`config.mk`:
```
export PLATFORM = sky130hd
export DESIGN_NAME = ddo_muldiv
export DESIGN_NICKNAME = d
export VERILOG_FILES = /design/src/ddo_pkg.sv /design/src/ddo_muldiv.sv
export SDC_FILE = /design/constraint.sdc
export NUM_CORES = 2
export LEC_CHECK = 0
export BUFFER_PORTS_ARGS = -buffer_cell sky130_fd_sc_hd__buf_2
export CAP_MARGIN = 5
export CORE_AREA = 10 10 288 290
export DETAILED_ROUTE_END_ITERATION = 6
export DIE_AREA = 0 0 298 300
export MAX_ROUTING_LAYER = met4
export PLACE_DENSITY = 0.88
export SLEW_MARGIN = 15
export SYNTH_ARGS = -nofsm -noshare
export SYNTH_HDL_FRONTEND = slang
export SYNTH_SLANG_ARGS = --single-unit
```
`constraint.sdc`:
```
create_clock -name clk -period 20.5 [get_ports clk]
set_input_delay 4.1 -clock clk [delete_from_list [all_inputs] [get_ports clk]]
set_output_delay 4.1 -clock clk [all_outputs]
set_load 0.1 [all_outputs]
```
`src/ddo_pkg.sv`:
```
// Shared types, constants and helper functions of the differential-drive odometry block.
package ddo_pkg;

  localparam int MD_W        = 64;   // operand width of the multiply/divide unit
  localparam int PROD_W      = 2 * MD_W;
  localparam int COR_W       = 34;   // CORDIC x/y/z register width
  localparam int ANG_W       = 32;   // internal angle, 2^32 = one turn
  localparam int TRAVEL_W    = 48;   // wheel travel, 2^-24 m
  localparam int SD_W        = TRAVEL_W + 1;
  localparam int STEP_W      = 42;   // clamped position step
  localparam int ATAN_IDX_W  = 5;
  localparam int CFG_IDX_W   = 3;
  localparam int CFG_DATA_W  = 32;
  localparam int Q_DEPTH     = 2;
  localparam int Q_PTR_W     = $clog2(Q_DEPTH);

  localparam logic [CFG_IDX_W-1:0] CFG_MODE_EXACT   = 3'd0;
  localparam logic [CFG_IDX_W-1:0] CFG_LEFT_LEN     = 3'd1;
  localparam logic [CFG_IDX_W-1:0] CFG_RIGHT_LEN    = 3'd2;
  localparam logic [CFG_IDX_W-1:0] CFG_WHEEL_BASE   = 3'd3;
  localparam logic [CFG_IDX_W-1:0] CFG_START_X      = 3'd4;
  localparam logic [CFG_IDX_W-1:0] CFG_START_Y      = 3'd5;
  localparam logic [CFG_IDX_W-1:0] CFG_START_HEADING = 3'd6;

  localparam logic [1:0] FAULT_OK            = 2'd0;
  localparam logic [1:0] FAULT_ZERO_INTERVAL = 2'd1;
  localparam logic [1:0] FAULT_SATURATED     = 2'd2;

  localparam logic [MD_W-1:0]         INV_TWO_PI_Q32 = 64'd683565276;
  localparam logic signed [COR_W-1:0] CORDIC_START   = 34'sd652032875;
  localparam logic [23:0]             WHEEL_BASE_RST = 24'd65536;

  typedef enum logic {MD_MUL, MD_DIV} md_op_t;

  typedef struct packed {
    logic                    start;
    md_op_t                  op;
    logic signed [MD_W-1:0]  a;
    logic signed [MD_W-1:0]  b;
  } md_req_t;

  typedef struct packed {
    logic                     done;
    logic signed [PROD_W-1:0] value;
  } md_res_t;

  typedef struct packed {
    logic             start;
    logic [ANG_W-1:0] angle;
  } cor_req_t;

  typedef struct packed {
    logic                    done;
    logic signed [COR_W-1:0] cos_v;
    logic signed [COR_W-1:0] sin_v;
  } cor_res_t;

  typedef struct packed {
    logic               restart;
    logic               zero_fault;
    logic signed [15:0] left_ticks;
    logic signed [15:0] right_ticks;
  } cmd_t;

  typedef struct packed {
    logic               mode_exact;
    logic [31:0]        left_tick_length;
    logic [31:0]        right_tick_length;
    logic [23:0]        wheel_base;
    logic signed [31:0] start_x;
    logic signed [31:0] start_y;
    logic [15:0]        start_heading;
  } cfg_t;

  // arctangent of 2^-i in 2^-32 turns
  function automatic logic [ANG_W-1:0] atan_turn(input logic [ATAN_IDX_W-1:0] idx);
    logic [ANG_W-1:0] v;
    unique case (idx)
      5'd0:  v = 32'd536870912;
      5'd1:  v = 32'd316933406;
      5'd2:  v = 32'd167458907;
      5'd3:  v = 32'd85004756;
      5'd4:  v = 32'd42667331;
      5'd5:  v = 32'd21354465;
      5'd6:  v = 32'd10679838;
      5'd7:  v = 32'd5340245;
      5'd8:  v = 32'd2670163;
      5'd9:  v = 32'd1335087;
      5'd10: v = 32'd667544;
      5'd11: v = 32'd333772;
      5'd12: v = 32'd166886;
      5'd13: v = 32'd83443;
      5'd14: v = 32'd41722;
      5'd15: v = 32'd20861;
      5'd16: v = 32'd10430;
      5'd17: v = 32'd5215;
      5'd18: v = 32'd2608;
      5'd19: v = 32'd1304;
      5'd20: v = 32'd652;
      5'd21: v = 32'd326;
      5'd22: v = 32'd163;
      5'd23: v = 32'd81;
      default: v = '0;
    endcase
    return v;
  endfunction

  // limit a position step to +-2^40
  function automatic logic signed [STEP_W-1:0] clamp_step(input logic signed [PROD_W-1:0] v);
    logic signed [STEP_W-1:0] r;
    if (v > 128'sh100_0000_0000) begin
      r = 42'sh100_0000_0000;
    end else if (v < -128'sh100_0000_0000) begin
      r = -42'sh100_0000_0000;
    end else begin
      r = v[STEP_W-1:0];
    end
    return r;
  endfunction

endpackage

```
`src/ddo_muldiv.sv`:
```
// Shared signed multiplier (8-bit digits) and restoring divider (1 bit per cycle).
module ddo_muldiv import ddo_pkg::*; (
  input  logic    clk,
  input  logic    rst_n,
  input  md_req_t req,
  output md_res_t res
);

  localparam int DIGIT_W   = 8;
  localparam int MUL_STEPS = MD_W / DIGIT_W;
  localparam int CNT_W     = $clog2(MD_W + 1);

  logic                       busy_r;
  logic                       done_r;
  md_op_t                     op_r;
  logic                       neg_r;
  logic [CNT_W-1:0]           cnt_r;
  logic [MD_W-1:0]            ma_r;
  logic [MD_W-1:0]            mb_r;
  logic [PROD_W-1:0]          acc_r;
  logic [MD_W:0]              rem_r;

  logic [MD_W-1:0]            abs_a;
  logic [MD_W-1:0]            abs_b;
  logic [MD_W+DIGIT_W-1:0]    part;
  logic [PROD_W-1:0]          acc_nxt;
  logic [MD_W:0]              shifted;
  logic [MD_W:0]              trial;
  logic [MD_W-1:0]            quot;

  always_comb begin
    abs_a   = req.a[MD_W-1] ? (~req.a + 1'b1) : req.a;
    abs_b   = req.b[MD_W-1] ? (~req.b + 1'b1) : req.b;
    part    = ma_r * mb_r[MD_W-1 -: DIGIT_W];
    acc_nxt = {acc_r[PROD_W-DIGIT_W-1:0], {DIGIT_W{1'b0}}}
              + {{(PROD_W-MD_W-DIGIT_W){1'b0}}, part};
    shifted = {rem_r[MD_W-1:0], mb_r[MD_W-1]};
    trial   = shifted - {1'b0, ma_r};
    quot    = neg_r ? (~mb_r + 1'b1) : mb_r;
  end

  assign res.done  = done_r;
  assign res.value = (op_r == MD_MUL) ? (neg_r ? (~acc_r + 1'b1) : acc_r)
                                      : {{MD_W{quot[MD_W-1]}}, quot};

  always_ff @(posedge clk) begin
    if (!rst_n) begin
      busy_r <= 1'b0;
      done_r <= 1'b0;
      cnt_r  <= '0;
    end else begin
      if (req.start) begin
        busy_r <= 1'b1;
        done_r <= 1'b0;
        op_r   <= req.op;
        neg_r  <= req.a[MD_W-1] ^ req.b[MD_W-1];
        ma_r   <= (req.op == MD_MUL) ? abs_a : abs_b;
        mb_r   <= (req.op == MD_MUL) ? abs_b : abs_a;
        acc_r  <= '0;
        rem_r  <= '0;
        cnt_r  <= (req.op == MD_MUL) ? CNT_W'(MUL_STEPS) : CNT_W'(MD_W);
      end else if (busy_r) begin
        if (op_r == MD_MUL) begin
          acc_r <= acc_nxt;
          mb_r  <= {mb_r[MD_W-DIGIT_W-1:0], {DIGIT_W{1'b0}}};
        end else if (!trial[MD_W]) begin
          rem_r <= trial;
          mb_r  <= {mb_r[MD_W-2:0], 1'b1};
        end else begin
          rem_r <= shifted;
          mb_r  <= {mb_r[MD_W-2:0], 1'b0};
        end
        cnt_r <= cnt_r - 1'b1;
        if (cnt_r == CNT_W'(1)) begin
          busy_r <= 1'b0;
          done_r <= 1'b1;
        end
      end else begin
        done_r <= 1'b0;
      end
    end
  end

  a_start_idle: assert property (@(posedge clk) disable iff (!rst_n) req.start |-> !busy_r)
    else $error("multiply/divide started while busy");

endmodule

```
After elaboration in Yosys (flattened, before gate mapping)
Cells that the tools add are included.

Add/subtract/negate cells: 7. Multiply operators: 1. Eq/ne operators: 2. Muxes and demuxes: 22. Bitwise logic cells: 7. Reduce and logical (&&, ||, !) cells: 7.

Operators with widths (number): 2-to-1 mux 64 bit (11); 2-to-1 mux 128 bit (4); adder 64 x 1 -> 64 bit (second input constant) (3); NOT 64 bit (3); adder 128 x 1 -> 128 bit (second input constant) (1); adder 128 x 72 -> 128 bit (1); NOT 128 bit (1); multiplier 64 x 8 -> 72 bit (1); subtractor 65 x 64 -> 65 bit (1); 2-to-1 mux 7 bit (3); == test 7 x 1 -> 1 bit (second input constant) (1); subtractor 7 x 1 -> 7 bit (second input constant) (1); AND reduction 3 bit (2); 2-to-1 mux 1 bit (4); AND reduction 2 bit (2); nonzero test 2 bit (2); OR reduction 3 bit (1); inequality test 2 bit (second input constant) (1); NOT 1 bit (2); XOR 1 bit (1).

Flip-flop bits (word level): 331. Bits of input ports: 132. Output and inout bits: 129. Word-level logic and storage cells: 55.

Depth between registers and ports, before layout
Depth after elaboration: 5. Mapped depth: 24.

Least setup slack after synthesis
Ideal clock, no wire load.

Path kind: input port to flip-flop. Start: input req[129] in the netlist's numbering. End: register acc_r[0], enable pin. Setup time: 0.617 ns. Data arrival time: 10.183 ns. Data required time: 19.883 ns. Setup slack: 9.700 ns. Stages on the path: 4. Buffers on the path: 2. Path through: clkbuf_1 -> clkbuf_1 -> o21ai_0 -> nor2_1.

Word-level cells in the longest chain between the ends: 2.

RTL lines: from (decl) (RTL line ddo_muldiv.sv:5) `input md_req_t req,`; inequality test 2 bit (no line) / nonzero test 2 bit (equally long branches); AND reduction 3 bit (no line) *; to (signal assigned) (RTL line ddo_muldiv.sv:64) `acc_r <= acc_nxt;`; to (decl) (RTL line ddo_muldiv.sv:20) `logic [PROD_W-1:0] acc_r;`.

Every way passes the cells marked *; elsewhere a longest branch is shown, timed or not. A chain may end at the register's enable or synchronous reset.

==> metrics.txt <==
status=finished, final reports clean; Startpoint Class=flip-flop; Async SR Flop Fraction=0; Clock transition at path regs=60 ps; MaxCap Viol Count=0; critical path arrival=roughly 6000 ps; vias in the first global route=41,170; Max stage delay on crit path=720 ps; maximum buffer depth of the clock tree=3; WL per Instance=23.07 µm; Tot GR Track Use=0.3412; GRT overflow=0; Synth Instances=5,419; Synth Flop Type=edfxtp_1; worst-path maximum fanout=8; Hold Crit Class=flip-flop to flip-flop; initial antenna violation count=4; Top-Level Pins=around 260; worst skew pair latency=~600 ps; R2R setup slack=12,070 ps; drc violations=0; EDFF count, synth=322; fmax=about 100 MHz; largest net degree at the start of global routing=120; gpl congestion=~1.0; Via Count=41,830; CTS Hold Buffers Added=0; IO buf count=260; setup tns final=0 ps; Initial Util=0.5942; final WL=151,200 µm; nets@finish=6,217; Vert. Die Dim=300 µm; WS Path Type=flip-flop to output port; router iterations before antenna repair=6; CTS Buf Count=43; Rel. slew slack=0.1981; Seq/Total Area, Yosys=0.2151; Yosys cell types=80; dpl hpwl=117,900 µm; Worst Setup End Kind=output port; Final Max Slew Viols=0; register bit total from synthesis=331; vias per inst=6.382; share of layout cells above drive strength 1=0.08472; net count after synthesis=6,158; First DRT Iteration DRCs=about 5,900; WP data required=16,400 ps; Die Area=0.08940 mm²; Setup Skew=19.58 ps; Synth Warn #=0; cell row count=~100; CTS H-tree lvls=2; unrepaired setup endpoints after global routing=false; cts repair resizes=0; CP max-delay cell=or4_1; period utilisation layout=0.4845; CTS tree=built; synth-to-layout area growth=7.229%; first-pass GRT wire length=around 240,000 µm; critical-path cell list=nor4_1, nand4b_1, nor4_1, nand3_1, or4_1, or3_1, or3_1, o41ai_1, xor2_1, o21ai_0, buf_2; Clock Sinks=approximately 330; endpoints failing setup=0; Hold Fails Final Rpt=0; Min Clock Period, post-route=9932 ps; Post CTS Setup Buffer Count=0; worst-margin pin slew=1195 ps; Die X=298 µm; Core Box Area=between 0.07 and 0.08 mm²; ANT nets after route=0; syn avg cell area=between 8 and 9 µm²; CTS root buf=clkbuf_16; Post-Syn Area=roughly 0.046 mm²
==> cell usage in the layout (no fill, tap or decap), types with 48 or more instances in the layout <==
cell / n
buf_4: 48
xnor2_1: 194
or3_1: 67
inv_1: 584
a21oi_1: 331
ha_1: 171
nand2_1: 544
o31ai_1: 107
nor2b_1: 58
xor2_1: 246
a21o_1: 77
buf_2: 258
and2_1: 344
nand4_1: 77
nand3_1: 85
edfxtp_1: 322
or4_1: 51
nor2_1: 409
nor3_1: 72
o21ai_0: 334
mux2i_1: 127
fa_1: 436
==> worst max-delay path, delay by kind of cell (launching register included) <==
kind | cells | cell delay [ps]
AOI/OAI and AO/OA | 2 | 570
xor gates and xnor gates | 1 | 180
buffers and inverters | 1 | 460
DFF | 1 | 440
and+or+nand+nor | 7 | 3570
==> cells by family after synthesis <==
| logic type | Yosys count | share of synthesized area |
|---|---|---|
| buffers and inverters | 881 | 0.07261 |
| flip-flops | 331 | 0.2151 |
| multiplexers | 167 | 0.03784 |
| adder cells (fa/ha/maj) | 607 | 0.2373 |
| AND/OR/NAND/NOR | 1884 | 0.2046 |
| AO/OA/AOI/OAI | 1109 | 0.1485 |
| XOR/XNOR | 440 | 0.08414 |
==> Yosys cell counts, types with 17 or more instances <==
master	n	share of area
nor2_1	411	0.034
o21bai_1	30	0.0049
xnor2_1	194	0.037
ha_1	171	0.047
a211oi_1	31	0.0051
nand4_1	77	0.011
inv_1	585	0.048
o21a_1	26	0.0043
a21o_1	77	0.013
xor2_1	246	0.047
clkbuf_1	255	0.021
nand2b_1	23	0.0031
or2_2	27	0.0037
o21ai_0	335	0.037
edfxtp_1	322	0.21
nor2b_1	58	0.0079
mux2i_1	127	0.028
mux2_2	39	0.0096
or3_1	67	0.0092
fa_1	436	0.19
and3_1	37	0.0051
o41ai_1	43	0.0082
a31oi_1	17	0.0023
a21oi_1	331	0.036
nor4_1	40	0.0055
nand3_1	85	0.0093
nor3_1	72	0.0079
o211ai_1	27	0.0044
or4_1	51	0.0084
o31ai_1	107	0.018
and2_1	345	0.047
buf_1	27	0.0022
nand2_1	544	0.045
==> routing by layer <==
metal / vias to the layer above / part of all wire / GRT usage
met4: 0 / 0.030 / 0.08976
met3: 307 / 0.14 / 0.08321
met5: - / 0 / -
li1: 18490 / - / -
met2: 2923 / 0.42 / 0.4940
met1: 20110 / 0.40 / 0.4746
==> cell type report <==
type                       count  area, µm²
antenna                        3      7.507
clock buffer                  48       1095
clock inverter                31      325.3
fill                        6366      27970
inverter                     588       2207
multi-input combinational   4207      32660
sequential                   331       9849
tap                         1040       1301
timing repair buffer         307       1665
==> worst paths after layout <==
kind / start / cells after the start / endpoint
min: cnt_r[5]$_SDFFE_PN0N_ / 2 / cnt_r[5]$_SDFFE_PN0N_
max reg2reg: mb_r[59]$_DFFE_PP_ / 21 / acc_r[121]$_SDFFCE_PP0P_
max: acc_r[25]$_SDFFCE_PP0P_ / 11 / res[123]
min reg2reg: cnt_r[5]$_SDFFE_PN0N_ / 2 / cnt_r[5]$_SDFFE_PN0N_
==> stage by stage <==
stage	util	std cells	worst slack, ps	instance area, µm²	hold slack, ps
after CTS	0.6370	6552	10700	49100	507.7
after global routing	0.6371	6555	10420	49110	573.7
final	0.6371	6555	10570	49110	511.8
after detailed placement	0.6186	6473	11400	47680	497.3
after global placement	0.6186	6473	11510	47680	480.2
after floorplan	-	5419	9700	45800	471.4
==> flip-flops by register name, indices dropped and copies added (netlist names) <==
register	count
acc_r	128
busy_r	1
done_r	1
ma_r	64
mb_r	64
cnt_r	7
rem_r	64
neg_r	1
op_r	1
Power is left out: the tool's default activity adds up to more than one toggle a clock period on the data nets, which glitch-free logic cannot reach.
