$ cat src/ddo_pkg.sv
// Shared types, constants and helper functions of the differential-drive odometry block.
package ddo_pkg;

  localparam int MD_W        = 64;   // operand width of the multiply/divide unit
  localparam int PROD_W      = 2 * MD_W;
  localparam int COR_W       = 34;   // CORDIC x/y/z register width
  localparam int ANG_W       = 32;   // internal angle, 2^32 = one turn
  localparam int TRAVEL_W    = 48;   // wheel travel, 2^-24 m
  localparam int SD_W        = TRAVEL_W + 1;
  localparam int STEP_W      = 42;   // clamped position step
  localparam int ATAN_IDX_W  = 5;
  localparam int CFG_IDX_W   = 3;
  localparam int CFG_DATA_W  = 32;
  localparam int Q_DEPTH     = 2;
  localparam int Q_PTR_W     = $clog2(Q_DEPTH);

  localparam logic [CFG_IDX_W-1:0] CFG_MODE_EXACT   = 3'd0;
  localparam logic [CFG_IDX_W-1:0] CFG_LEFT_LEN     = 3'd1;
  localparam logic [CFG_IDX_W-1:0] CFG_RIGHT_LEN    = 3'd2;
  localparam logic [CFG_IDX_W-1:0] CFG_WHEEL_BASE   = 3'd3;
  localparam logic [CFG_IDX_W-1:0] CFG_START_X      = 3'd4;
  localparam logic [CFG_IDX_W-1:0] CFG_START_Y      = 3'd5;
  localparam logic [CFG_IDX_W-1:0] CFG_START_HEADING = 3'd6;

  localparam logic [1:0] FAULT_OK            = 2'd0;
  localparam logic [1:0] FAULT_ZERO_INTERVAL = 2'd1;
  localparam logic [1:0] FAULT_SATURATED     = 2'd2;

  localparam logic [MD_W-1:0]         INV_TWO_PI_Q32 = 64'd683565276;
  localparam logic signed [COR_W-1:0] CORDIC_START   = 34'sd652032875;
  localparam logic [23:0]             WHEEL_BASE_RST = 24'd65536;

  typedef enum logic {MD_MUL, MD_DIV} md_op_t;

  typedef struct packed {
    logic                    start;
    md_op_t                  op;
    logic signed [MD_W-1:0]  a;
    logic signed [MD_W-1:0]  b;
  } md_req_t;

  typedef struct packed {
    logic                     done;
    logic signed [PROD_W-1:0] value;
  } md_res_t;

  typedef struct packed {
    logic             start;
    logic [ANG_W-1:0] angle;
  } cor_req_t;

  typedef struct packed {
    logic                    done;
    logic signed [COR_W-1:0] cos_v;
    logic signed [COR_W-1:0] sin_v;
  } cor_res_t;

  typedef struct packed {
    logic               restart;
    logic               zero_fault;
    logic signed [15:0] left_ticks;
    logic signed [15:0] right_ticks;
  } cmd_t;

  typedef struct packed {
    logic               mode_exact;
    logic [31:0]        left_tick_length;
    logic [31:0]        right_tick_length;
    logic [23:0]        wheel_base;
    logic signed [31:0] start_x;
    logic signed [31:0] start_y;
    logic [15:0]        start_heading;
  } cfg_t;

  // arctangent of 2^-i in 2^-32 turns
  function automatic logic [ANG_W-1:0] atan_turn(input logic [ATAN_IDX_W-1:0] idx);
    logic [ANG_W-1:0] v;
    unique case (idx)
      5'd0:  v = 32'd536870912;
      5'd1:  v = 32'd316933406;
      5'd2:  v = 32'd167458907;
      5'd3:  v = 32'd85004756;
      5'd4:  v = 32'd42667331;
      5'd5:  v = 32'd21354465;
      5'd6:  v = 32'd10679838;
      5'd7:  v = 32'd5340245;
      5'd8:  v = 32'd2670163;
      5'd9:  v = 32'd1335087;
      5'd10: v = 32'd667544;
      5'd11: v = 32'd333772;
      5'd12: v = 32'd166886;
      5'd13: v = 32'd83443;
      5'd14: v = 32'd41722;
      5'd15: v = 32'd20861;
      5'd16: v = 32'd10430;
      5'd17: v = 32'd5215;
      5'd18: v = 32'd2608;
      5'd19: v = 32'd1304;
      5'd20: v = 32'd652;
      5'd21: v = 32'd326;
      5'd22: v = 32'd163;
      5'd23: v = 32'd81;
      default: v = '0;
    endcase
    return v;
  endfunction

  // limit a position step to +-2^40
  function automatic logic signed [STEP_W-1:0] clamp_step(input logic signed [PROD_W-1:0] v);
    logic signed [STEP_W-1:0] r;
    if (v > 128'sh100_0000_0000) begin
      r = 42'sh100_0000_0000;
    end else if (v < -128'sh100_0000_0000) begin
      r = -42'sh100_0000_0000;
    end else begin
      r = v[STEP_W-1:0];
    end
    return r;
  endfunction

endpackage

$ cat src/ddo_cordic.sv
// Iterative rotation-mode CORDIC: cosine and sine of a 32-bit binary angle.
module ddo_cordic import ddo_pkg::*; #(
  parameter int CORDIC_STEPS = 16
) (
  input  logic     clk,
  input  logic     rst_n,
  input  cor_req_t req,
  output cor_res_t res
);

  localparam int IW = (CORDIC_STEPS > 1) ? $clog2(CORDIC_STEPS) : 1;
  localparam logic [IW-1:0] LAST = IW'(CORDIC_STEPS - 1);

  logic                    busy_r;
  logic                    done_r;
  logic                    flip_r;
  logic [IW-1:0]           i_r;
  logic signed [COR_W-1:0] x_r, y_r, z_r;

  logic                    flip;
  logic [ANG_W-1:0]        ang_sum;
  logic [ANG_W-1:0]        ang_fold;
  logic signed [COR_W-1:0] xs, ys, at;
  logic signed [COR_W-1:0] x_nxt, y_nxt, z_nxt;

  always_comb begin
    ang_sum  = req.angle + 32'h4000_0000;
    flip     = ang_sum[ANG_W-1];
    ang_fold = flip ? (req.angle - 32'h8000_0000) : req.angle;
    xs = x_r >>> i_r;
    ys = y_r >>> i_r;
    at = {{(COR_W-ANG_W){1'b0}}, atan_turn(ATAN_IDX_W'(i_r))};
    if (!z_r[COR_W-1]) begin
      x_nxt = x_r - ys;
      y_nxt = y_r + xs;
      z_nxt = z_r - at;
    end else begin
      x_nxt = x_r + ys;
      y_nxt = y_r - xs;
      z_nxt = z_r + at;
    end
  end

  assign res.done  = done_r;
  assign res.cos_v = flip_r ? -x_r : x_r;
  assign res.sin_v = flip_r ? -y_r : y_r;

  always_ff @(posedge clk) begin
    if (!rst_n) begin
      busy_r <= 1'b0;
      done_r <= 1'b0;
      i_r    <= '0;
    end else begin
      if (req.start) begin
        busy_r <= 1'b1;
        done_r <= 1'b0;
        i_r    <= '0;
        flip_r <= flip;
        x_r    <= CORDIC_START;
        y_r    <= '0;
        z_r    <= {{(COR_W-ANG_W){ang_fold[ANG_W-1]}}, ang_fold};
      end else if (busy_r) begin
        x_r <= x_nxt;
        y_r <= y_nxt;
        z_r <= z_nxt;
        i_r <= i_r + 1'b1;
        if (i_r == LAST) begin
          busy_r <= 1'b0;
          done_r <= 1'b1;
        end
      end else begin
        done_r <= 1'b0;
      end
    end
  end

  a_start_idle: assert property (@(posedge clk) disable iff (!rst_n) req.start |-> !busy_r)
    else $error("CORDIC started while busy");

endmodule

$ cat config.mk
export PLATFORM = sky130hd
export DESIGN_NAME = ddo_cordic
export DESIGN_NICKNAME = d
export VERILOG_FILES = /design/src/ddo_pkg.sv /design/src/ddo_cordic.sv
export SDC_FILE = /design/constraint.sdc
export NUM_CORES = 1
export LEC_CHECK = 0
export ABC_AREA = 1
export BUFFER_PORTS_ARGS = -buffer_cell sky130_fd_sc_hd__buf_4
export CAP_MARGIN = 40
export CORE_MARGIN = 2
export CORE_UTILIZATION = 55
export CTS_CLUSTER_SIZE = 40
export DETAILED_ROUTE_END_ITERATION = 6
export PLACE_DENSITY_LB_ADDON = 0.15
export SYNTH_ARGS = -nofsm -noshare
export SYNTH_HDL_FRONTEND = slang
export SYNTH_SLANG_ARGS = --single-unit
$ cat constraint.sdc
create_clock -name clk -period 10.66 [get_ports clk]
set_input_delay 1.599 -clock clk [delete_from_list [all_inputs] [get_ports clk]]
set_output_delay 1.599 -clock clk [all_outputs]
set_load 0.02 [all_outputs]
-- Yosys cells after proc, flatten, opt, wreduce, memory -nomap -nowiden
Memory sizes are Yosys's and may differ from the RTL's. A register that Yosys moved wholly into a read port is not among the register bits.
Index checks and enable logic that the tools add are counted.
- flip-flop bits (word level): 109
- bits in latches: 0
- memory bits (writable): 0
- bits in read-only memories: 480
- input bits: 35
- output and inout bits: 69
- logic and storage cells: 44
- memories kept: 1
- $add $sub $neg: 11
- multipliers: 0
- divide/modulo/power cells: 0
- order comparisons: 0
- equality and inequality tests: 1
- shift-type cells: 2
- mux-type cells: 15
- bitwise logic cells: 2
- reductions and logical operators: 5
- memories (name ; depth ; width ; read ports ; clocked after memory_dff ; wr ports ; RTL line ; RTL):
    (name not given) ; 16 ; 30 ; 1 ; 1 ; 0 ; ddo_pkg.sv:78 ; unique case (idx)
- operator list (cell ; count):
    2-to-1 mux 34 bit ; 9
    adder 34 bit ; 2
    negator 34 bit ; 2
    >>> shifter 34 x 4 -> 34 bit ; 2
    subtractor 34 bit ; 2
    adder 34 x 33 -> 34 bit ; 1
    subtractor 34 x 33 -> 34 bit ; 1
    adder 32 x 31 -> 32 bit (second input constant) ; 1
    2-to-1 mux 32 bit ; 1
    subtractor 32 bit (second input constant) ; 1
    2-to-1 mux 4 bit ; 2
    adder 4 x 1 -> 4 bit (second input constant) ; 1
    equality test 4 bit (second input constant) ; 1
    AND reduction 2 bit ; 2
    2-to-1 mux 1 bit ; 3
    OR reduction 3 bit ; 1
    NOT 1 bit ; 2
    nonzero test 2 bit ; 1
    OR reduction 2 bit ; 1

-- Depth between registers and ports, before layout
- word-level depth: 4
- mapped depth: 31
- mapped depth without buffers: 28

-- Least setup slack after synthesis
OpenSTA, ideal clock, no wires.
- path kind: in2reg
- from: input req[32] (netlist name)
- to: register x_r[0], enable pin
- library setup time: 0.464 ns
- arrival time: 4.441 ns
- required time: 10.196 ns
- setup slack: 5.755 ns
- cell stages on the path: 4
- buffers on the path: 2
- path through: clkbuf_1 -> buf_1 -> nand2_1 -> nand2_1
- longest elaborated chain between the ends: 2
- RTL lines (element ; RTL line ; RTL):
    start, declared ; ddo_cordic.sv:7 ; input cor_req_t req,
    nonzero test 2 bit (no source line) ; n/a ;
    AND reduction 2 bit (no source line) ; n/a ;
    end signal, assigned ; ddo_cordic.sv:63 ; x_r <= x_nxt;
    end, declared ; ddo_cordic.sv:18 ; logic signed [COR_W-1:0] x_r, y_r, z_r;
No other way between the ends.
A chain may end at the register's enable or synchronous reset.

-- Worst setup path in the final report
- from: register i_r[0]
- to: register y_r[22], data pin
- longest elaborated chain between the ends: 4
- elaborated cells between the ends (all ways): 5
- those cells by class: add/sub: 2; shift: 1; mux: 2
- RTL lines (element ; RTL line ; RTL):
    start, declared ; ddo_cordic.sv:17 ; logic [IW-1:0] i_r;
    start signal, assigned ; ddo_cordic.sv:66 ; i_r <= i_r + 1'b1;
    >>> shifter 34 x 4 -> 34 bit (*) ; ddo_cordic.sv:30 ; xs = x_r >>> i_r;
    adder 34 bit or subtractor 34 bit (tied branches) ; ddo_cordic.sv:35, ddo_cordic.sv:39 ;
    2-to-1 mux 34 bit (*) ; ddo_cordic.sv:33 ; if (!z_r[COR_W-1]) begin
    2-to-1 mux 34 bit (*) ; ddo_cordic.sv:62 ; end else if (busy_r) begin
    end signal, assigned ; ddo_cordic.sv:64 ; y_r <= y_nxt;
    end, declared ; ddo_cordic.sv:18 ;
Mark *: on every way between the ends. The rest lies on a longest branch, timed or not. The select of a mux whose other input is x is not followed.

==> qor.yml <==
run_status: "complete, no violations"
final.setup_skew_ns: 0.0139
final.period_utilization: 0.516
routed_wl_um: 59600
ant_nets: 0
diodes: 0
routabilityCongestion: 0.973
ir_drop_v: 0.000117
crit_cells: 20
clock_period_minus_worst_slack_ns: 5.50
h-tree-depth: 4
pin_count_of_the_biggest_net_entering_global_routing: 74
worst-r2r-cell-count: 20
cp_startpoint_kind: "flip-flop"
first_global_vias: 17900
class_of_the_most_critical_setup_path: "reg2reg"
cp_delay_by_family_top: "compound AO/OA/AOI/OAI gates"
boundaryPins: 104
clock_path_buffers: 2
cap_viol_max_count: 0
layout_commonest_cell: "sky130_fd_sc_hd__nand2_1"
synth-edff-count: 103
cells_after_dpl: 3262
design.core.area_mm2: 0.0317
die_area_mm2: 0.0338
drt-pass1-iter-count: 5
cp_max_fo: 69
overall_global_routing_resource_usage: 0.349
post_syn_instances: 2845
drt-wirelength-per-cell_um: 18.1
synth-seq-cells: 139
worstHoldPathCells: 1
min-delay-path-class: "reg2reg"
critical_path_required_ns: 10.88
worst_skew_pair.late_latency_ns: 0.47
setup_repair_after_global_routing_missed_its_margin: "false"
routed-via-count: 19700
number_of_clock_buffers_inserted_by_tritoncts: 17
grt_first_pass_wirelength_um: 93600
drc: 0
synthFlopType: "sky130_fd_sc_hd__edfxtp_1"
synthesized_area_mm2: 0.0178
resize_count_post_cts: 0
cts_root_buffer: "sky130_fd_sc_hd__clkbuf_16"
yosys_warnings: 0
floorplan.die.width_um: 184
cts_num_sinks: 139
slew_violations: 0
async_reset_ff_frac: 0
grt_remaining_overflow: 0
final_setup_violation_count: 0
critical_path_buf_inv_count: 3
post_cts.repair.setup_buffers: 0
max_stage_delay_ns: 0.54
holdBufCountCts: 0
fmaxAchievable_ghz: 0.182
fp-row-count: 65
die_h_um: 184
layout-area-overhead-vs-synth_pct: 8.17
crit_path_top_delay_cell: "sky130_fd_sc_hd__o21ai_0"
maxSlewHeadroom: 0.404
start_util: 0.562
dp_hpwl_um: 46300
fillerInstances: 3162
drive_above_1_share: 0.0820
cellLeakagePower_nw: 8.94
layout_common_cells: "738 x sky130_fd_sc_hd__nand2_1, 399 x sky130_fd_sc_hd__nand3_1, 290 x sky130_fd_sc_hd__nor2_1, 229 x sky130_fd_sc_hd__inv_1, 207 x sky130_fd_sc_hd__a21oi_1"
synth_sequential_area_ratio: 0.214
viasPerCell: 5.99
transition_at_the_pin_with_the_smallest_max_transition_slack_ns: 0.893
worstSetupEndpointType: "flip-flop"
postSynthAreaPerCell_um2: 6.26
timing.critical_path.arrival_ns: 5.73
synth_cell_types: 55
final_cell_count_no_fill: 3294
final.setup.tns_ns: 0
initial_antenna_violation_count: 0
power_mw: 4.83
port_buffers: 103
fin_nets: 3029
pwr_density_cell_mw_per_mm2: 250
tritoncts: "done"
hold_violation_count_in_the_final_report: 0
cts.clk_slew.worst_paths_ns: 0.08
synth_nets: 2995
critical_path.cell_chain: "buf_4, inv_4, nand2_1, nand3_1, nand3_1, nand3_1, nand2_1, ha_1, or2_2, nand2_1, inv_1, fa_1, o21ai_0, a21boi_0, o21bai_1, a21oi_1, o21bai_1, a21boi_0, o21ai_0, nor2_1"
dr.first_iter.drc_count: 1966
-- metal layers --
layer  GRT usage  routed length (um)  up-vias  share of wire
met5           0                   0        -              0
met4       0.147                2470        0          0.041
met3      0.0529                4420      137          0.074
met2       0.583               27500      849           0.46
met1       0.449               25200     9041           0.42
li1            -                   -     9718              -
-- path summary, 6_finish.rpt --
check,startpoint,to,slack [ns]
worst max-delay path,i_r[0],y_r[22],5.16
worst min-delay path,done_r,done_r,0.51
worst max register to register,i_r[0],y_r[22],5.16
worst min register to register,done_r,done_r,0.51
-- stage by stage --
step | worst slack [ns] | hold slack (ns) | instance area, um2 | util
after floorplan | 5.75 | 0.442 | 17800 | -
after global placement | 5.39 | 0.457 | 18600 | 0.588
after detailed placement | 5.35 | 0.482 | 18600 | 0.588
after CTS | 5.33 | 0.506 | 19300 | 0.607
after global routing | 4.73 | 0.515 | 19300 | 0.607
final | 5.16 | 0.507 | 19300 | 0.607
-- worst reg2reg max path: stages, from the launching register on --
cell and delay (ns):
sky130_fd_sc_hd__dfxtp_2 0.32, sky130_fd_sc_hd__buf_4 0.53, sky130_fd_sc_hd__inv_4 0.43, sky130_fd_sc_hd__nand2_1 0.28
sky130_fd_sc_hd__nand3_1 0.13, sky130_fd_sc_hd__nand3_1 0.16, sky130_fd_sc_hd__nand3_1 0.11, sky130_fd_sc_hd__nand2_1 0.14
sky130_fd_sc_hd__ha_1 0.24, sky130_fd_sc_hd__or2_2 0.27, sky130_fd_sc_hd__nand2_1 0.09, sky130_fd_sc_hd__inv_1 0.06
sky130_fd_sc_hd__fa_1 0.42, sky130_fd_sc_hd__o21ai_0 0.54, sky130_fd_sc_hd__a21boi_0 0.30, sky130_fd_sc_hd__o21bai_1 0.44
sky130_fd_sc_hd__a21oi_1 0.19, sky130_fd_sc_hd__o21bai_1 0.25, sky130_fd_sc_hd__a21boi_0 0.14, sky130_fd_sc_hd__o21ai_0 0.18
sky130_fd_sc_hd__nor2_1 0.05
-- cell type report --
| cell class | instances | area [um2] | share of cell area |
|---|---|---|---|
| Clock buffer | 17 | 425 | 0.0221 |
| Tap cell | 402 | 503 | 0.0261 |
| Timing Repair Buffer | 117 | 878 | 0.0456 |
| Multi-Input combinational cell | 2366 | 12600 | 0.652 |
| Sequential cell | 139 | 3820 | 0.198 |
| Inverter | 238 | 896 | 0.0465 |
| Clock inverter | 15 | 194 | 0.0101 |
-- cell families (layout without fill, tap and decap cells) --
logic type                 count (synthesis)  in the layout  share of synthesized area
xor gates and xnor gates                 157            157                     0.0772
AOI/OAI and AO/OA                        504            504                      0.160
DFF                                      139            139                      0.214
and+or+nand+nor                         1590           1590                      0.385
adders and majority gates                115            115                     0.0820
buffers and inverters                    340            387                     0.0815
-- synth_stat cells, types with 10 or more instances --
cell type / n / area share
sky130_fd_sc_hd__nand2_1: 739 / 0.16
sky130_fd_sc_hd__nand3_1: 399 / 0.11
sky130_fd_sc_hd__nor2_1: 290 / 0.061
sky130_fd_sc_hd__inv_1: 230 / 0.048
sky130_fd_sc_hd__a21oi_1: 207 / 0.058
sky130_fd_sc_hd__o21ai_0: 166 / 0.047
sky130_fd_sc_hd__ha_1: 112 / 0.079
sky130_fd_sc_hd__edfxtp_1: 103 / 0.17
sky130_fd_sc_hd__xor2_1: 98 / 0.048
sky130_fd_sc_hd__xnor2_1: 59 / 0.029
sky130_fd_sc_hd__nor3_1: 42 / 0.012
sky130_fd_sc_hd__clkbuf_1: 36 / 0.0076
sky130_fd_sc_hd__dfxtp_1: 36 / 0.040
sky130_fd_sc_hd__or2_2: 30 / 0.011
sky130_fd_sc_hd__nand4_1: 29 / 0.010
sky130_fd_sc_hd__buf_2: 22 / 0.0062
sky130_fd_sc_hd__nor4_1: 19 / 0.0067
sky130_fd_sc_hd__buf_1: 17 / 0.0036
sky130_fd_sc_hd__a31oi_1: 16 / 0.0056
sky130_fd_sc_hd__buf_4: 16 / 0.0067
sky130_fd_sc_hd__nand2_2: 15 / 0.0053
sky130_fd_sc_hd__o21bai_1: 15 / 0.0063
sky130_fd_sc_hd__a21o_1: 14 / 0.0059
sky130_fd_sc_hd__o21a_1: 13 / 0.0055
sky130_fd_sc_hd__o21ai_2: 13 / 0.0064
sky130_fd_sc_hd__o31ai_1: 12 / 0.0051
sky130_fd_sc_hd__o211ai_1: 11 / 0.0046
sky130_fd_sc_hd__o21ai_1: 10 / 0.0028
-- where the power goes --
group | switching [mW] | internal (mW) | leakage, nW
Clock | 0.317 | 0.321 | 0.300
Combinational | 2.07 | 1.11 | 7.35
Sequential | 0.249 | 0.760 | 1.29
-- sequential cells by signal, summed over array words and instances, names as in the netlist --
name	count
z_r	34
busy_r	1
flip_r	1
y_r	34
at	30
done_r	1
x_r	34
i_r	4
No activity file was read; power rests on OpenSTA's default activity.
