## config.mk

```make
export PLATFORM = sky130hd
export DESIGN_NAME = ddo_front_flat
export DESIGN_NICKNAME = d
export VERILOG_FILES = /design/src/ddo_pkg.sv /design/src/ddo_if.sv /design/src/ddo_front.sv /design/src/flat_wrapper.sv
export SDC_FILE = /design/constraint.sdc
export NUM_CORES = 1
export LEC_CHECK = 0
export BUFFER_PORTS_ARGS = -buffer_cell sky130_fd_sc_hd__buf_4
export CORE_AREA = 2 2 39 41
export DETAILED_ROUTE_END_ITERATION = 10
export DIE_AREA = 0 0 41 43
export GPL_TIMING_DRIVEN = 0
export PLACE_DENSITY = 0.84
export SLEW_MARGIN = 20
export SYNTH_ARGS = -nofsm -noshare
export SYNTH_HDL_FRONTEND = slang
export SYNTH_SLANG_ARGS = --single-unit
```

## constraint.sdc

```tcl
create_clock -name vclk -period 1.22
set_clock_uncertainty 0.2 [all_clocks]
set_input_delay 0.061 -clock vclk [all_inputs]
set_output_delay 0.061 -clock vclk [all_outputs]
set_load 0.01 [all_outputs]
```

## src/ddo_pkg.sv

```systemverilog
// Shared types, constants and helper functions of the differential-drive odometry block.
package ddo_pkg;

  localparam int MD_W        = 64;   // operand width of the multiply/divide unit
  localparam int PROD_W      = 2 * MD_W;
  localparam int COR_W       = 34;   // CORDIC x/y/z register width
  localparam int ANG_W       = 32;   // internal angle, 2^32 = one turn
  localparam int TRAVEL_W    = 48;   // wheel travel, 2^-24 m
  localparam int SD_W        = TRAVEL_W + 1;
  localparam int STEP_W      = 42;   // clamped position step
  localparam int ATAN_IDX_W  = 5;
  localparam int CFG_IDX_W   = 3;
  localparam int CFG_DATA_W  = 32;
  localparam int Q_DEPTH     = 2;
  localparam int Q_PTR_W     = $clog2(Q_DEPTH);

  localparam logic [CFG_IDX_W-1:0] CFG_MODE_EXACT   = 3'd0;
  localparam logic [CFG_IDX_W-1:0] CFG_LEFT_LEN     = 3'd1;
  localparam logic [CFG_IDX_W-1:0] CFG_RIGHT_LEN    = 3'd2;
  localparam logic [CFG_IDX_W-1:0] CFG_WHEEL_BASE   = 3'd3;
  localparam logic [CFG_IDX_W-1:0] CFG_START_X      = 3'd4;
  localparam logic [CFG_IDX_W-1:0] CFG_START_Y      = 3'd5;
  localparam logic [CFG_IDX_W-1:0] CFG_START_HEADING = 3'd6;

  localparam logic [1:0] FAULT_OK            = 2'd0;
  localparam logic [1:0] FAULT_ZERO_INTERVAL = 2'd1;
  localparam logic [1:0] FAULT_SATURATED     = 2'd2;

  localparam logic [MD_W-1:0]         INV_TWO_PI_Q32 = 64'd683565276;
  localparam logic signed [COR_W-1:0] CORDIC_START   = 34'sd652032875;
  localparam logic [23:0]             WHEEL_BASE_RST = 24'd65536;

  typedef enum logic {MD_MUL, MD_DIV} md_op_t;

  typedef struct packed {
    logic                    start;
    md_op_t                  op;
    logic signed [MD_W-1:0]  a;
    logic signed [MD_W-1:0]  b;
  } md_req_t;

  typedef struct packed {
    logic                     done;
    logic signed [PROD_W-1:0] value;
  } md_res_t;

  typedef struct packed {
    logic             start;
    logic [ANG_W-1:0] angle;
  } cor_req_t;

  typedef struct packed {
    logic                    done;
    logic signed [COR_W-1:0] cos_v;
    logic signed [COR_W-1:0] sin_v;
  } cor_res_t;

  typedef struct packed {
    logic               restart;
    logic               zero_fault;
    logic signed [15:0] left_ticks;
    logic signed [15:0] right_ticks;
  } cmd_t;

  typedef struct packed {
    logic               mode_exact;
    logic [31:0]        left_tick_length;
    logic [31:0]        right_tick_length;
    logic [23:0]        wheel_base;
    logic signed [31:0] start_x;
    logic signed [31:0] start_y;
    logic [15:0]        start_heading;
  } cfg_t;

  // arctangent of 2^-i in 2^-32 turns
  function automatic logic [ANG_W-1:0] atan_turn(input logic [ATAN_IDX_W-1:0] idx);
    logic [ANG_W-1:0] v;
    unique case (idx)
      5'd0:  v = 32'd536870912;
      5'd1:  v = 32'd316933406;
      5'd2:  v = 32'd167458907;
      5'd3:  v = 32'd85004756;
      5'd4:  v = 32'd42667331;
      5'd5:  v = 32'd21354465;
      5'd6:  v = 32'd10679838;
      5'd7:  v = 32'd5340245;
      5'd8:  v = 32'd2670163;
      5'd9:  v = 32'd1335087;
      5'd10: v = 32'd667544;
      5'd11: v = 32'd333772;
      5'd12: v = 32'd166886;
      5'd13: v = 32'd83443;
      5'd14: v = 32'd41722;
      5'd15: v = 32'd20861;
      5'd16: v = 32'd10430;
      5'd17: v = 32'd5215;
      5'd18: v = 32'd2608;
      5'd19: v = 32'd1304;
      5'd20: v = 32'd652;
      5'd21: v = 32'd326;
      5'd22: v = 32'd163;
      5'd23: v = 32'd81;
      default: v = '0;
    endcase
    return v;
  endfunction

  // limit a position step to +-2^40
  function automatic logic signed [STEP_W-1:0] clamp_step(input logic signed [PROD_W-1:0] v);
    logic signed [STEP_W-1:0] r;
    if (v > 128'sh100_0000_0000) begin
      r = 42'sh100_0000_0000;
    end else if (v < -128'sh100_0000_0000) begin
      r = -42'sh100_0000_0000;
    end else begin
      r = v[STEP_W-1:0];
    end
    return r;
  endfunction

endpackage

```

## src/ddo_if.sv

```systemverilog
// Valid/ready channel interfaces for odometry requests and pose results.
interface ddo_in_if;
  logic               valid;
  logic               ready;
  logic               restart;
  logic signed [15:0] left_ticks;
  logic signed [15:0] right_ticks;
  logic [15:0]        interval;

  modport source (output valid, restart, left_ticks, right_ticks, interval, input ready);
  modport sink   (input valid, restart, left_ticks, right_ticks, interval, output ready);
endinterface


```

## src/ddo_front.sv

```systemverilog
// Request intake: clamp tick counts and flag zero intervals before queueing.
module ddo_front import ddo_pkg::*; #(
  parameter int TICK_BITS = 16
) (
  ddo_in_if.sink     in_ch,
  input  logic       mode_exact,
  input  logic       q_full,
  output logic       push,
  output cmd_t       cmd
);

  localparam logic signed [32:0] TICK_MAX = (33'sd1 <<< (TICK_BITS - 1)) - 33'sd1;
  localparam logic signed [32:0] TICK_MIN = -(33'sd1 <<< (TICK_BITS - 1));

  function automatic logic signed [15:0] clamp_ticks(input logic signed [15:0] t);
    logic signed [32:0] ext;
    logic signed [15:0] r;
    ext = {{17{t[15]}}, t};
    if (ext > TICK_MAX) begin
      r = TICK_MAX[15:0];
    end else if (ext < TICK_MIN) begin
      r = TICK_MIN[15:0];
    end else begin
      r = t;
    end
    return r;
  endfunction

  assign in_ch.ready = !q_full;
  assign push        = in_ch.valid && !q_full;

  always_comb begin
    cmd.restart     = in_ch.restart;
    cmd.zero_fault  = mode_exact && (in_ch.interval == 16'd0);
    cmd.left_ticks  = clamp_ticks(in_ch.left_ticks);
    cmd.right_ticks = clamp_ticks(in_ch.right_ticks);
  end

endmodule

```

## src/flat_wrapper.sv

```systemverilog
// flat-port wrapper written by rule: the top's interface ports become plain ports
module ddo_front_flat import ddo_pkg::*;
#(
  parameter int TICK_BITS = 16
)
  (mode_exact, q_full, push, cmd, in_ch_valid, in_ch_restart, in_ch_left_ticks, in_ch_right_ticks, in_ch_interval, in_ch_ready);
  ddo_in_if in_ch_i ();
  input  logic mode_exact;
  input  logic q_full;
  output logic push;
  output cmd_t cmd;
  input wire logic [$bits(in_ch_i.valid)-1:0] in_ch_valid;
  input wire logic [$bits(in_ch_i.restart)-1:0] in_ch_restart;
  input wire logic [$bits(in_ch_i.left_ticks)-1:0] in_ch_left_ticks;
  input wire logic [$bits(in_ch_i.right_ticks)-1:0] in_ch_right_ticks;
  input wire logic [$bits(in_ch_i.interval)-1:0] in_ch_interval;
  output wire logic [$bits(in_ch_i.ready)-1:0] in_ch_ready;
  assign in_ch_i.valid = in_ch_valid;
  assign in_ch_i.restart = in_ch_restart;
  assign in_ch_i.left_ticks = in_ch_left_ticks;
  assign in_ch_i.right_ticks = in_ch_right_ticks;
  assign in_ch_i.interval = in_ch_interval;
  assign in_ch_ready = in_ch_i.ready;
  ddo_front #(.TICK_BITS(TICK_BITS)) u_core (.in_ch(in_ch_i), .mode_exact(mode_exact), .q_full(q_full), .push(push), .cmd(cmd));
endmodule
```

# Yosys cells after proc, flatten, opt, wreduce, memory -nomap -nowiden

Index checks and enable logic that the tools add are counted.

Register bits: 0
Latch bits: 0
RAM bits: 0
Memory bits (read-only): 0
Bits of input ports: 52
Output and inout bits: 36
Logic and storage cells: 12
Memories kept: 0

$add $sub $neg: 0
Multipliers: 0
Div/mod/pow operators: 0
$lt $le $gt $ge: 4
Equal/unequal tests: 0
Shift operators: 0
Mux-type cells: 4
Bitwise logic cells: 0
Reduce and logical (&&, ||, !) cells: 4

Operators by type and width:

| cell                   | count |
|---|---|
| $mux W16               | 4 |
| $gt A16 B16 Y1 const B | 2 |
| $lt A16 B16 Y1 const B | 2 |
| $logic_not A16 Y1      | 1 |
| $logic_and A1 B1 Y1    | 2 |
| $logic_not A1 Y1       | 1 |

# Longest topological paths before layout

Gate-level depths: netlist (run 1).

Depth in word-level cells: 3
Gate-level depth with buffers: 3
Gate-level depth less buffers: 3

# Worst setup path before layout (run 1)

OpenSTA, ideal clock, no wires.

Path type: input -> output
Start point: input in_ch_interval[4]
End point: output cmd[32] in the netlist's numbering
Arrival time: 0.669 ns
Required time: 0.959 ns
Setup slack: 0.290 ns
Cell stages on the path: 3
Buffers on the path: 0
Path through: nor4b_2 nand4_1 nor4_2

RTL lines:

| item            | line               | text |
|---|---|---|
| start, declared | flat_wrapper.sv:16 | `input wire logic [$bits(in_ch_i.interval)-1:0] in_ch_interval;` |
| end, declared   | flat_wrapper.sv:11 | `output cmd_t cmd;` |

==> results.py, run 1 <==
metrics = {
    "outcome": {
        "outcome": "finished, final reports clean",
    },
    "cells_and_area": {
        "ff_latch_area_um2": 0,
        "antenna-diode-count": 0,
        "clock_buffer_count": 0,
        "nets": 150,
        "fillerInstances": 140,
        "area_delta_synth_final_pct": 216,
        "seq_cells": 0,
        "layout-drive-gt1-share_pct": 62.5,
        "core_utilization_of_the_finished_layout_pct": 45.8,
    },
    "yosys": {
        "post_synth_most_frequent_cells": "clkbuf_1, nor4_2",
        "synthesis.yosys.warnings": 0,
        "post_synth_instance_area_um2": 200,
        "synth_top_area_cell": "clkbuf_1",
        "post_synth.cell_area_avg_um2": 4.88,
        "synth_sequential_area_ratio_pct": 0,
        "mappedNetlistNets": 93,
        "post-synth-top-area-fraction_pct": 60.0,
        "yosys_cell_types": 8,
        "synth_most_common_cell": "clkbuf_1",
        "netlist_top_cells_area": "clkbuf_1, nor4_2, nor4b_2, buf_4, nand4_1",
        "syn-instance-count": 41,
    },
    "clock_tree": {
        "hold_buffers_post_cts": 0,
        "cts_post_setup_buffers_inserted": 0,
        "post_cts_gate_resize_count": 0,
    },
    "place": {
        "routability_congestion_estimate": 0.577,
        "dp_worst_setup_slack_ns": 0.0607,
        "io_buffers": 55,
        "place.detailed.hpwl_um": 999,
    },
    "die": {
        "floorplan.initialDensity_pct": 14.5,
        "ios": 88,
        "floorplan.die.height_um": 43,
        "floorplan.rows": 14,
        "die_area_um2": 1760,
        "die_width_um": 41,
        "design.core.area_um2": 1380,
    },
    "drt": {
        "vias": 428,
        "drt_iter0_drc": 0,
        "remaining_routing_drc_violations": 0,
        "detail_route.wirelength_um": 1050,
        "firstDrtPassIters": 1,
        "avgViaCountPerCell": 3.82,
        "post_drt_wl_per_cell_um": 9.39,
        "postRouteAntennaNets": 0,
    },
    "timing": {
        "setup_tns_ns": 0,
        "post-route-min-period_ns": 1.15,
        "finalHoldViolations": 0,
        "timing.slew.headroom_pct": 86.4,
        "final-max-slew-violation-count": 0,
        "worst_slew_pin_slew_ns": 0.203,
        "max_freq_ghz": 0.872,
        "finalWorstSetupSlack_ns": 0.0738,
        "final.period_utilization_pct": 94.0,
        "setup-violations-final": 0,
        "rsz0062_at_grt": "false",
    },
    "global_routing": {
        "grt.overflow.total": 0,
        "first_global_vias": 331,
        "grt_use_total_pct": 9.09,
        "grt_max_degree": 3,
        "global_route_wire_length_before_repair_um": 1190,
        "initial_antenna_violation_count": 0,
    },
    "worst_hold_path": {
        "timing.hold.worst.class": "primary input to output pin",
    },
    "pwr": {
        "p_switching_uw": 79.7,
        "pwr-share-clk_pct": 0,
        "power.switching_fraction_pct": 36.6,
        "seq_power_share_pct": 0,
        "p_int_uw": 138,
        "comb_power_share_pct": 100.0,
        "finalPower_uw": 218,
        "leakage_nw": 0.322,
        "irDropWorstVdd_mv": 0.138,
        "cellPowerDensity_nw_per_um2": 344,
    },
    "setup_path": {
        "worstPathMaxFanout": 1,
        "cpPeakStageDelay_ns": 0.27,
        "critPathMostFrequentCell": "buf_4",
        "worstPathArrival_ns": 0.89,
        "timing.critical_path.slowest_stage_cell": "nor4b_2",
        "cp_data_required_time_ns": 0.96,
        "worst_setup_path_start_kind": "primary input",
        "critical_path.cell_chain": "buf_4 -> nor4b_2 -> nand4_1 -> nor4_2 -> buf_4",
        "critPathCaptureType": "output pin",
        "path_class": "primary input to output pin",
    },
    "flow_run": {
        "maxCapViolations": 0,
    },
}
worst paths after layout:
kind,slack (ns),cells after the start,start,end
setup / recovery,0.07,5,in_ch_interval[4],cmd[32]
hold / removal,0.1,2,in_ch_left_ticks[6],cmd[22]
worst max-delay path, delay by kind of cell:
family / cells / cell delay [ns]
buffers and inverters: 2 / 0.27
AND/OR/NAND/NOR: 3 / 0.55
power by group through the flow:
stage                     Combinational, mW  Clock (mW)  Sequential [mW]
after floorplan                      0.0770           0                0
after global placement                0.216           0                0
after detailed placement              0.220           0                0
after CTS                             0.221           0                0
after global routing                  0.234           0                0
final                                 0.218           0                0
cells in the final DEF, fill, tap and decap left out:
master     n
buf_4     56
clkbuf_1  32
inv_1      1
nand4_1    1
nor2_1     1
nor2b_1    1
nor4_2     3
nor4b_2    1
metrics by stage:
stage	hold slack [ns]	instance area (µm²)	cells
after CTS	0.0964	633	112
after floorplan	-0.0442	200	41
final	0.0958	633	112
after detailed placement	0.0939	633	112
after global placement	0.0943	633	112
after global routing	0.0993	633	112
layout make-up:
class / count / area, µm² / share of cell area (%)
repair buffers: 55 / 413 / 65.2
plain buffers: 33 / 128 / 20.2
multi-input cells: 7 / 68.8 / 10.9
well taps: 16 / 20.0 / 3.16
inverters: 1 / 3.75 / 0.593
routing by layer:
metal	part of all wire (%)	GRT usage, %
met1	23	6.01
met2	58	21.9
met3	19	1.05
met4	0	0
met5	0	0
logic make-up after synthesis:
| logic type | Yosys count | share of synthesized area [%] |
|---|---|---|
| buffers and inverters | 34 | 65.6 |
| AND/OR/NAND/NOR | 7 | 34.4 |
Power figures use the tool's default switching activity.
==> run 2, diff against run 1 <==
- ABC_CLOCK_PERIOD_IN_PS: default -> 1220
- BUFFER_PORTS_ARGS: -buffer_cell sky130_fd_sc_hd__buf_4 -> default
- DONT_BUFFER_PORTS: default -> 1
- PLACE_DENSITY: 0.84 -> 0.3
==> run 2 against run 1 <==
The flow now finishes with violations (hold timing). Critical endpoint is now push. Routed wire length fell by 42%. Global-route usage is 4.6 points lower. Core utilization decreased by 29 points. Worst setup slack better by 0.065 ns. Highest routed layer unchanged.
==> results.py, run 2 (synthesized netlist as in run 1, its figures left out) <==
metrics = {
    "outcome": {
        "outcome": "finished with violations",
        "violations": "hold timing",
    },
    "global_routing": {
        "global_route.usage.met3_pct": 5.24,
        "grt.met2_usage_pct": 9.06,
        "global_route_wire_length_before_repair_um": 545,
        "grt.busiest_layer": "met2",
        "grt_max_degree": 3,
        "grt.overflow.total": 0,
        "initial_antenna_violation_count": 0,
        "grt_use_total_pct": 4.50,
        "first_global_vias": 148,
        "grt_use_met1_pct": 1.90,
    },
    "drt": {
        "drt_iter0_drc": 0,
        "postRouteAntennaNets": 0,
        "detail_route.wirelength_um": 615,
        "avgViaCountPerCell": 4.36,
        "firstDrtPassIters": 1,
        "post_drt_wl_per_cell_um": 10.6,
        "remaining_routing_drc_violations": 0,
        "vias": 253,
    },
    "place": {
        "io_buffers": 0,
        "routability_congestion_estimate": 0.575,
        "placedInstanceArea_um2": 220,
        "place.detailed.hpwl_um": 623,
    },
    "pwr": {
        "cellPowerDensity_nw_per_um2": 359,
        "finalPower_uw": 82.6,
        "irDropWorstVdd_mv": 0.0737,
        "leakage_nw": 0.0611,
    },
    "timing": {
        "finalHoldViolations": 1,
        "setup-violations-final": 0,
        "worst_slew_pin_slew_ns": 0.376,
        "final-max-slew-violation-count": 0,
        "rsz0062_at_grt": "false",
        "final.period_utilization_pct": 88.6,
        "setup_tns_ns": 0,
        "timing.slew.headroom_pct": 74.7,
        "post-route-min-period_ns": 1.08,
        "max_freq_ghz": 0.925,
        "fin_hold_ws_ns": -0.0388,
    },
    "die": {
        "ios": 88,
        "floorplan.rows": 14,
        "floorplan.initialDensity_pct": 14.5,
        "die_area_um2": 1760,
        "design.core.area_um2": 1380,
        "die_width_um": 41,
        "floorplan.die.height_um": 43,
    },
    "worst_hold_path": {
        "timing.hold.worst.start": "in_ch_interval[12]",
        "min_path_cells": 1,
        "timing.hold.worst.class": "primary input to output pin",
        "min_to": "cmd[32]",
    },
    "cells_and_area": {
        "clock_buffer_count": 0,
        "antenna-diode-count": 0,
        "layout-drive-gt1-share_pct": 11.9,
        "core_utilization_of_the_finished_layout_pct": 16.6,
        "area_delta_synth_final_pct": 15.0,
        "most_common_library_cell_in_the_layout_ignoring_fill_and_taps": "clkbuf_1",
        "nets": 96,
        "final_design_area_no_fill_um2": 230,
        "ff_latch_area_um2": 0,
        "seq_cells": 0,
        "layout.cells.most_common_list": "clkbuf_1, nor4_2",
    },
    "setup_path": {
        "cp_data_required_time_ns": 0.96,
        "critical_path.cell_chain": "dlygate4sd3_1 -> nor2b_1",
        "critPathBufInv": 1,
        "path_delay_family": "buffers and inverters",
        "path_depth": 2,
        "critPathCaptureType": "output pin",
        "worstPathArrival_ns": 0.82,
        "timing.critical_path.slowest_stage_cell": "dlygate4sd3_1",
        "worst_setup_path_start_kind": "primary input",
        "worstPathMaxFanout": 2,
        "path_class": "primary input to output pin",
        "cpPeakStageDelay_ns": 0.55,
    },
    "clock_tree": {
        "post_cts_gate_resize_count": 0,
        "hold_buffers_post_cts": 1,
        "cts_post_setup_buffers_inserted": 0,
    },
    "flow_run": {
        "maxCapViolations": 0,
    },
}
## run 2: cell types whose count changed in the layout (fill, tap and decap cells not counted), sizes merged
cell and delta:
dlygate4sd3 +1, buf -55
## run 2: how the worst max path moves through the flow
| stage | start | end |
|---|---|---|
| 6_report | q_full | push |
| 4_1_cts | q_full | push |
| 2_1_floorplan | in_ch_interval[4] | cmd[32] |
| 5_1_grt | in_ch_interval[4] | cmd[32] |
| 3_3_place_gp | in_ch_interval[1] | cmd[32] |
| 3_5_place_dp | in_ch_interval[1] | cmd[32] |
## run 2: cell type report
| type | instances | area [µm²] |
|---|---|---|
| buffer | 33 | 128 |
| fill | 168 | 1150 |
| inverter | 1 | 3.75 |
| multi-input combinational | 7 | 68.8 |
| tap | 16 | 20.0 |
| timing repair buffer | 1 | 10.0 |
## run 2: per-stage QoR
stage	std cells	hold slack (ns)	worst slack, ns
detailed placement	57	-0.0369	0.154
global placement	57	-0.0373	0.161
CTS	58	-0.0369	0.137
global route	58	-0.0325	0.0691
floorplan	41	-0.0442	0.290
finish	58	-0.0388	0.139
## run 2: per-layer routing
metal / vias up / routed length, µm
li1: 101 / -
met1: 100 / 71
met2: 52 / 303
met3: 0 / 240
met4: 0 / 0
met5: - / 0
## run 2: where the power goes
part	internal, mW	switching [mW]	leakage, nW
Sequential	0	0	0
Clock	0	0	0
Combinational	0.0318	0.0508	0.0611
Total	0.0318	0.0508	0.0611
